<file path="src/sv/sorted_delay_list_assert.svh">
// Assertion macros used by the sorted delay list top level.
`ifndef SORTED_DELAY_LIST_ASSERT_SVH
`define SORTED_DELAY_LIST_ASSERT_SVH

// A condition that must hold at every clock edge out of reset.
`define SDL_ASSERT_ALWAYS(lbl, cond) \
  lbl: assert property (@(posedge clk) disable iff (!rst_n) (cond)) \
    else $error("assertion failed: cond");

// A condition that must hold in the same cycle as its trigger.
`define SDL_ASSERT_IMP(lbl, trig, cond) \
  lbl: assert property (@(posedge clk) disable iff (!rst_n) (trig) |-> (cond)) \
    else $error("assertion failed: trig implies cond");

// A condition that must hold in the cycle after its trigger.
`define SDL_ASSERT_NEXT(lbl, trig, cond) \
  lbl: assert property (@(posedge clk) disable iff (!rst_n) (trig) |=> (cond)) \
    else $error("assertion failed: trig then cond");

`endif

</file>
<file path="src/sv/sdl_pkg.sv">
// Package with the sizes, codes and control types of the sorted delay list.
package sdl_pkg;

  localparam int DEPTH    = 16;
  localparam int KEY_BITS = 32;
  localparam int ID_BITS  = 8;
  localparam int CNT_BITS = $clog2(DEPTH + 1);

  localparam logic [KEY_BITS-1:0] KEY_MAX = '1;

  // Request modes.
  typedef enum logic [1:0] {
    MODE_SORTED = 2'd0,
    MODE_TAIL   = 2'd1,
    MODE_REMOVE = 2'd2,
    MODE_CLEAR  = 2'd3
  } mode_t;

  // Result status codes.
  typedef enum logic [1:0] {
    STAT_OK      = 2'd0,
    STAT_FULL    = 2'd1,
    STAT_MISSING = 2'd2,
    STAT_DUP     = 2'd3
  } status_t;

  // Sequencer states.
  typedef enum logic [1:0] {
    FSM_IDLE = 2'd0,
    FSM_CMP  = 2'd1,
    FSM_APP  = 2'd2
  } fsm_t;

  // Operation broadcast to every cell.
  typedef enum logic [2:0] {
    OP_HOLD = 3'd0,
    OP_CMP  = 3'd1,
    OP_INS  = 3'd2,
    OP_REM  = 3'd3,
    OP_CLR  = 3'd4
  } cell_op_t;

  typedef struct packed {
    cell_op_t op;
    logic     sorted;
  } cell_ctrl_t;

endpackage

</file>
<file path="src/sv/sdl_cell.sv">
// One cell of the list: holds a single entry and shifts with its neighbours.
module sdl_cell
  import sdl_pkg::*;
(
  input  logic                clk,
  input  logic                rst_n,
  input  cell_ctrl_t          ctrl,
  input  logic [ID_BITS-1:0]  req_id,
  input  logic [KEY_BITS-1:0] req_key,
  input  logic                after_in,
  output logic                after_out,
  input  logic                left_valid,
  input  logic [ID_BITS-1:0]  left_id,
  input  logic [KEY_BITS-1:0] left_key,
  input  logic                right_valid,
  input  logic [ID_BITS-1:0]  right_id,
  input  logic [KEY_BITS-1:0] right_key,
  output logic                valid_o,
  output logic [ID_BITS-1:0]  id_o,
  output logic [KEY_BITS-1:0] key_o,
  output logic                match_o
);

  logic                valid_r, valid_nxt;
  logic [ID_BITS-1:0]  id_r, id_nxt;
  logic [KEY_BITS-1:0] key_r, key_nxt;
  logic                match_r, match_nxt;
  logic                gt_r, gt_nxt;
  logic                flag;
  logic                after;

  // This cell lies at or beyond the insertion point or the removed entry.
  always_comb begin
    if (ctrl.op == OP_REM) begin
      flag = match_r;
    end else begin
      flag = ctrl.sorted & gt_r;
    end
    after = after_in | flag | ((ctrl.op == OP_INS) & ~valid_r);
  end

  assign after_out = after;

  // Compare flags are captured once, then the cell loads, shifts, clears or holds.
  always_comb begin
    valid_nxt = valid_r;
    id_nxt    = id_r;
    key_nxt   = key_r;
    match_nxt = match_r;
    gt_nxt    = gt_r;
    case (ctrl.op)
      OP_CMP: begin
        match_nxt = valid_r & (id_r == req_id);
        gt_nxt    = valid_r & (key_r > req_key);
      end
      OP_INS: begin
        if (after) begin
          if (!after_in) begin
            valid_nxt = 1'b1;
            id_nxt    = req_id;
            key_nxt   = req_key;
          end else begin
            valid_nxt = left_valid;
            id_nxt    = left_id;
            key_nxt   = left_key;
          end
        end
      end
      OP_REM: begin
        if (after) begin
          valid_nxt = right_valid;
          id_nxt    = right_id;
          key_nxt   = right_key;
        end
      end
      OP_CLR: begin
        valid_nxt = 1'b0;
      end
      default: begin
      end
    endcase
  end

  // Control state.
  always_ff @(posedge clk) begin
    if (!rst_n) begin
      valid_r <= 1'b0;
      match_r <= 1'b0;
      gt_r    <= 1'b0;
    end else begin
      valid_r <= valid_nxt;
      match_r <= match_nxt;
      gt_r    <= gt_nxt;
    end
  end

  // Entry payload.
  always_ff @(posedge clk) begin
    id_r  <= id_nxt;
    key_r <= key_nxt;
  end

  assign valid_o = valid_r;
  assign id_o    = id_r;
  assign key_o   = key_r;
  assign match_o = match_r;

endmodule

</file>
<file path="src/sv/sorted_delay_list.sv">
// Top level of the sorted delay list: sequencer, count and the row of cells.
//
//   Channel  Ports                                       Handshake
//   request  in_mode, in_item_id, in_item_key            start high, busy low
//   result   out_status, out_count, out_head_valid,      out_valid for one cycle
//            out_head_id, out_head_key
//
// A request passes through the accept state, a compare state in which every cell
// matches the id and compares the key, and a shift state in which the cells move.
// The result strobe comes in the cycle after the shift; a new request may be
// accepted in that same cycle. busy is high during the compare and shift states.
// Synchronous reset empties the list and clears the strobe; the receiver
// cannot stall, so results are never held back.
`include "sorted_delay_list_assert.svh"

module sorted_delay_list
  import sdl_pkg::*;
(
  input  logic                clk,
  input  logic                rst_n,
  input  logic                start,
  output logic                busy,
  input  logic [1:0]          in_mode,
  input  logic [ID_BITS-1:0]  in_item_id,
  input  logic [KEY_BITS-1:0] in_item_key,
  output logic                out_valid,
  output logic [1:0]          out_status,
  output logic [CNT_BITS-1:0] out_count,
  output logic                out_head_valid,
  output logic [ID_BITS-1:0]  out_head_id,
  output logic [KEY_BITS-1:0] out_head_key
);

  fsm_t                state_r, state_nxt;
  mode_t               req_mode_r, req_mode_nxt;
  logic [ID_BITS-1:0]  req_id_r, req_id_nxt;
  logic [KEY_BITS-1:0] req_key_r, req_key_nxt;
  status_t             status_r, status_nxt;
  logic [CNT_BITS-1:0] count_r, count_nxt;
  logic                out_valid_r, out_valid_nxt;
  cell_ctrl_t          cell_ctrl;

  logic                cell_valid [DEPTH];
  logic [ID_BITS-1:0]  cell_id    [DEPTH];
  logic [KEY_BITS-1:0] cell_key   [DEPTH];
  logic                cell_match [DEPTH];
  logic                lft_valid  [DEPTH];
  logic [ID_BITS-1:0]  lft_id     [DEPTH];
  logic [KEY_BITS-1:0] lft_key    [DEPTH];
  logic                rgt_valid  [DEPTH];
  logic [ID_BITS-1:0]  rgt_id     [DEPTH];
  logic [KEY_BITS-1:0] rgt_key    [DEPTH];
  logic [DEPTH:0]      after_c;
  logic [DEPTH-1:0]    vld_vec;
  logic [DEPTH-1:0]    match_vec;
  logic                found;
  logic                full;

  assign after_c[0] = 1'b0;

  // The row of cells, each wired to its left and right neighbour.
  for (genvar g = 0; g < DEPTH; g++) begin : g_cell
    if (g == 0) begin : g_first
      assign lft_valid[g] = 1'b0;
      assign lft_id[g]    = '0;
      assign lft_key[g]   = '0;
    end else begin : g_mid_l
      assign lft_valid[g] = cell_valid[g-1];
      assign lft_id[g]    = cell_id[g-1];
      assign lft_key[g]   = cell_key[g-1];
    end
    if (g == DEPTH - 1) begin : g_last
      assign rgt_valid[g] = 1'b0;
      assign rgt_id[g]    = '0;
      assign rgt_key[g]   = '0;
    end else begin : g_mid_r
      assign rgt_valid[g] = cell_valid[g+1];
      assign rgt_id[g]    = cell_id[g+1];
      assign rgt_key[g]   = cell_key[g+1];
    end

    sdl_cell u_cell (
      .clk         (clk),
      .rst_n       (rst_n),
      .ctrl        (cell_ctrl),
      .req_id      (req_id_r),
      .req_key     (req_key_r),
      .after_in    (after_c[g]),
      .after_out   (after_c[g+1]),
      .left_valid  (lft_valid[g]),
      .left_id     (lft_id[g]),
      .left_key    (lft_key[g]),
      .right_valid (rgt_valid[g]),
      .right_id    (rgt_id[g]),
      .right_key   (rgt_key[g]),
      .valid_o     (cell_valid[g]),
      .id_o        (cell_id[g]),
      .key_o       (cell_key[g]),
      .match_o     (cell_match[g])
    );

    assign vld_vec[g]   = cell_valid[g];
    assign match_vec[g] = cell_match[g];
  end

  assign found = |match_vec;
  assign full  = (count_r == CNT_BITS'(DEPTH));

  // Sequencer: accept, compare, then shift and report.
  always_comb begin
    state_nxt        = state_r;
    req_mode_nxt     = req_mode_r;
    req_id_nxt       = req_id_r;
    req_key_nxt      = req_key_r;
    status_nxt       = status_r;
    count_nxt        = count_r;
    out_valid_nxt    = 1'b0;
    cell_ctrl.op     = OP_HOLD;
    cell_ctrl.sorted = 1'b0;
    case (state_r)
      FSM_IDLE: begin
        if (start) begin
          req_mode_nxt = mode_t'(in_mode);
          req_id_nxt   = in_item_id;
          req_key_nxt  = in_item_key;
          state_nxt    = FSM_CMP;
        end
      end
      FSM_CMP: begin
        cell_ctrl.op = OP_CMP;
        state_nxt    = FSM_APP;
      end
      FSM_APP: begin
        state_nxt     = FSM_IDLE;
        out_valid_nxt = 1'b1;
        status_nxt    = STAT_OK;
        case (req_mode_r)
          MODE_SORTED, MODE_TAIL: begin
            if (found) begin
              status_nxt = STAT_DUP;
            end else if (full) begin
              status_nxt = STAT_FULL;
            end else begin
              cell_ctrl.op     = OP_INS;
              cell_ctrl.sorted = (req_mode_r == MODE_SORTED) && (req_key_r != KEY_MAX);
              count_nxt        = count_r + CNT_BITS'(1);
            end
          end
          MODE_REMOVE: begin
            if (!found) begin
              status_nxt = STAT_MISSING;
            end else begin
              cell_ctrl.op = OP_REM;
              count_nxt    = count_r - CNT_BITS'(1);
            end
          end
          MODE_CLEAR: begin
            cell_ctrl.op = OP_CLR;
            count_nxt    = '0;
          end
          default: begin
          end
        endcase
      end
      default: begin
        state_nxt = FSM_IDLE;
      end
    endcase
  end

  // Control state.
  always_ff @(posedge clk) begin
    if (!rst_n) begin
      state_r     <= FSM_IDLE;
      count_r     <= '0;
      out_valid_r <= 1'b0;
      status_r    <= STAT_OK;
    end else begin
      state_r     <= state_nxt;
      count_r     <= count_nxt;
      out_valid_r <= out_valid_nxt;
      status_r    <= status_nxt;
    end
  end

  // Request payload.
  always_ff @(posedge clk) begin
    req_mode_r <= req_mode_nxt;
    req_id_r   <= req_id_nxt;
    req_key_r  <= req_key_nxt;
  end

  // Result ports: the head is cell zero, shown as zero when the list is empty.
  assign busy           = (state_r != FSM_IDLE);
  assign out_valid      = out_valid_r;
  assign out_status     = status_r;
  assign out_count      = count_r;
  assign out_head_valid = cell_valid[0];
  assign out_head_id    = cell_valid[0] ? cell_id[0] : '0;
  assign out_head_key   = cell_valid[0] ? cell_key[0] : '0;

  // Checks on the sequencer, the count and the packing of the cells.
  `SDL_ASSERT_IMP(a_strobe_after_shift, out_valid_r, $past(state_r) == FSM_APP)
  `SDL_ASSERT_ALWAYS(a_count_bound, count_r <= CNT_BITS'(DEPTH))
  `SDL_ASSERT_ALWAYS(a_cells_packed, ((vld_vec + DEPTH'(1)) & vld_vec) == '0)
  `SDL_ASSERT_ALWAYS(a_count_matches_cells, $countones(vld_vec) == int'(count_r))
  `SDL_ASSERT_NEXT(a_insert_grows, cell_ctrl.op == OP_INS, count_r == $past(count_r) + 1'b1)

endmodule
</file>
<file path="config.mk">
export PLATFORM = sky130hd
export DESIGN_NAME = sorted_delay_list
export DESIGN_NICKNAME = d
export VERILOG_FILES = /design/src/sv/sdl_pkg.sv /design/src/sv/sdl_cell.sv /design/src/sv/sorted_delay_list.sv
export VERILOG_INCLUDE_DIRS = /design/src /design/src/sv
export SDC_FILE = /design/constraint.sdc
export NUM_CORES = 2
export LEC_CHECK = 0
export ABC_AREA = 1
export BUFFER_PORTS_ARGS = -buffer_cell sky130_fd_sc_hd__buf_2
export CAP_MARGIN = 30
export CORE_MARGIN = 2
export CORE_UTILIZATION = 61
export CTS_CLUSTER_SIZE = 40
export DETAILED_ROUTE_END_ITERATION = 12
export PLACE_DENSITY = 0.84
export SYNTH_ARGS = -nofsm -noshare
export SYNTH_HDL_FRONTEND = slang
export SYNTH_HIERARCHICAL = 1
export SYNTH_SLANG_ARGS = --single-unit
</file>
<file path="constraint.sdc">
create_clock -name clk -period 16.4 [get_ports clk]
set_input_delay 0.82 -clock clk [delete_from_list [all_inputs] [get_ports clk]]
set_output_delay 0.82 -clock clk [all_outputs]
set_load 0.02 [all_outputs]
</file>
==> impl_results.md <==
- Worst path max stage delay: 0.54 ns
- First-pass GRT wire length: 225 mm
- DRT Wirelength: 138 mm
- Total track usage: 30.4%
- Starting density of the core: 61.3%
- # hold bufs at CTS: 0
- Internal Power: 3.76 mW
- Die Span X: 299 um
- Cell Area, Synth: 53000 um2
- Register area: 21600 um2
- Post-layout worst setup margin: 1.33 ns
- Initial antenna violation count: 0
- DIE HEIGHT: 299 um
- IO buf count: 94
- Core area: 86500 um2
- Clock Sinks: 740
- Num CTS Buffers: 85
- Vias in the first global route: 45100
- Worst path bufs/invs: 42
- Slew Viols, Final: 0
- Top-Level Pins: 95
- Crit. End Element: register
- Switching power share of the total: 31.7%
- H-tree depth: 3
- Met3 Use GR: 3.20%
- Tmin final: 15.07 ns
- Total power per unit cell area: 95.7 nW/um2
- Worst min path class: in2reg
- Worst Path Arrival: 15.64 ns
- Wirelength per Cell: 16.9 um
- Comb power frac: 24.9%
- RePlAce Congestion: 0.888
- Post-CTS resize count: 0
- Fillers: 6864
- GR Overflow Total: 0
- Crit path required time: 16.96 ns
- Largest net degree at the start of global routing: 84
- Final net count: 7530
- Vias: 47200
- Status: completed
- Latest clock arrival within the worst-skew pair: 0.65 ns
- Switch Pwr: 1.74 mW
- Drt drc: 0
- ANT nets after route: 0
- Clock power frac: 34.1%
- Relative slew slack: 36.2%
- Setup TNS: 0 ns
- Setup violators final: 0
- Setup Fix Bufs, Post-CTS: 0
- Mean Syn Cell Area: 7.69 um2
- Root Buffer: clkbuf_16
- Share of layout cells above drive strength 1: 6.48%
- Met1 usage: 37.4%
- Post-detail-place hpwl: 103 mm
- CP startpoint kind: register
- F_max: 66.3 MHz
- CTS tree: done
- DP Worst Slack: 0.302 ns
- Drt pass-1 iters: 6
- Critical path class: reg2reg
- Grt peak-use layer: met2
- Total Power: 5.51 mW
- Iter 0 DRT Violations: 4669
- Max Cap Viol: 0
- Critical Path Most Common Cell: nand2_1
- Syn Inst Count: 6895
- Ant. Diodes: 0
- CTS Buffer Depth: 3
- Crit path max-delay family: buffers and inverters
- CTS clk-pin slew, worst paths: 0.06 ns
- Crit path max-delay cell type: inv_2
- RSZ-0062 raised after global routing: false
- Flop pwr share: 41.0%
- Synth Warn #: 6
- Area Growth Syn to Fin: 8.55%
- Full die area: 89300 um2
- CP Max Fanout: 42
- Vias per inst: 5.77
- Routing usage on met2: 53.6%
- Worst IR Drop VDD: 0.0691 mV
- Worst-Margin Slew: 0.957 ns
- Final Cycle Share: 91.9%
- Worst Skew: 0.0291 ns
- Lkg Pwr: 26.7 nW
- Std-Cell Rows: 108
- Final Hold Fails: 0
- Multi-input gate area: 27200 um2
[final timing paths]
| check | from | to | slack [ns] | cells after the start |
|---|---|---|---|---|
| max | req_key_r[9] | g_cell[15].u_cell/valid_o | 1.33 | 84 |
| min | in_item_key[1] | req_key_r[1] | 0.35 | 1 |
| max reg2reg | req_key_r[9] | g_cell[15].u_cell/valid_o | 1.33 | 84 |
| min reg2reg | g_cell[10].u_cell/gt_r | g_cell[10].u_cell/gt_r | 0.46 | 2 |
[cell type report]
class / instances / area share, %
Multi-Input combinational cell: 5087 / 47.2
Clock inverter: 41 / 0.587
Tap cell: 1155 / 2.51
Clock buffer: 114 / 4.10
Inverter: 857 / 5.61
Timing Repair Buffer: 194 / 2.32
Sequential cell: 740 / 37.6
[placed cells by master (no fill, tap or decap), drive strengths merged, types with 58 or more instances in the layout]
master  count
conb       83
xnor2      80
nand3      94
o21ai      83
a21oi     276
nor2     1018
a31oi     640
nand2    2098
nand4      73
ha        519
clkbuf    114
edfxtp    682
buf       194
inv       856
dfxtp      58
[power groups by stage]
stage / logic (mW) / clock network (mW) / registers, mW
5_1_grt: 1.54 / 1.96 / 2.26
2_1_floorplan: 0.961 / 0 / 2.34
4_1_cts: 1.35 / 1.89 / 2.26
3_3_place_gp: 1.25 / 0 / 2.29
6_report: 1.37 / 1.88 / 2.26
3_5_place_dp: 1.33 / 0 / 2.29
[flip-flops by register name (all words and copies together), names as in the netlist]
name	count
out_status	2
req_id_r	8
g_cell.u_cell/match_o	16
req_key_r	32
g_cell.u_cell/valid_o	16
g_cell.u_cell/key_o	512
out_count	5
req_mode_r	2
g_cell.u_cell/id_o	128
state_r	2
g_cell.u_cell/gt_r	16
out_valid	1
[per-stage QoR]
step	hold slack, ns	cells	util, %	area [um2]
4_1_cts	0.327	8188	66.5	57500
5_1_grt	0.333	8188	66.5	57500
2_1_floorplan	0.441	6977	-	53300
3_3_place_gp	0.454	8024	63.2	54600
3_5_place_dp	0.456	8033	63.4	54800
6_report	0.345	8188	66.5	57500
[routing by layer]
metal / share of wire (%) / up-vias
met5: 0 / -
met4: 4.8 / 0
met3: 7.1 / 366
met2: 49 / 2120
met1: 39 / 21800
li1: - / 22900
Power figures use the tool's default switching activity.
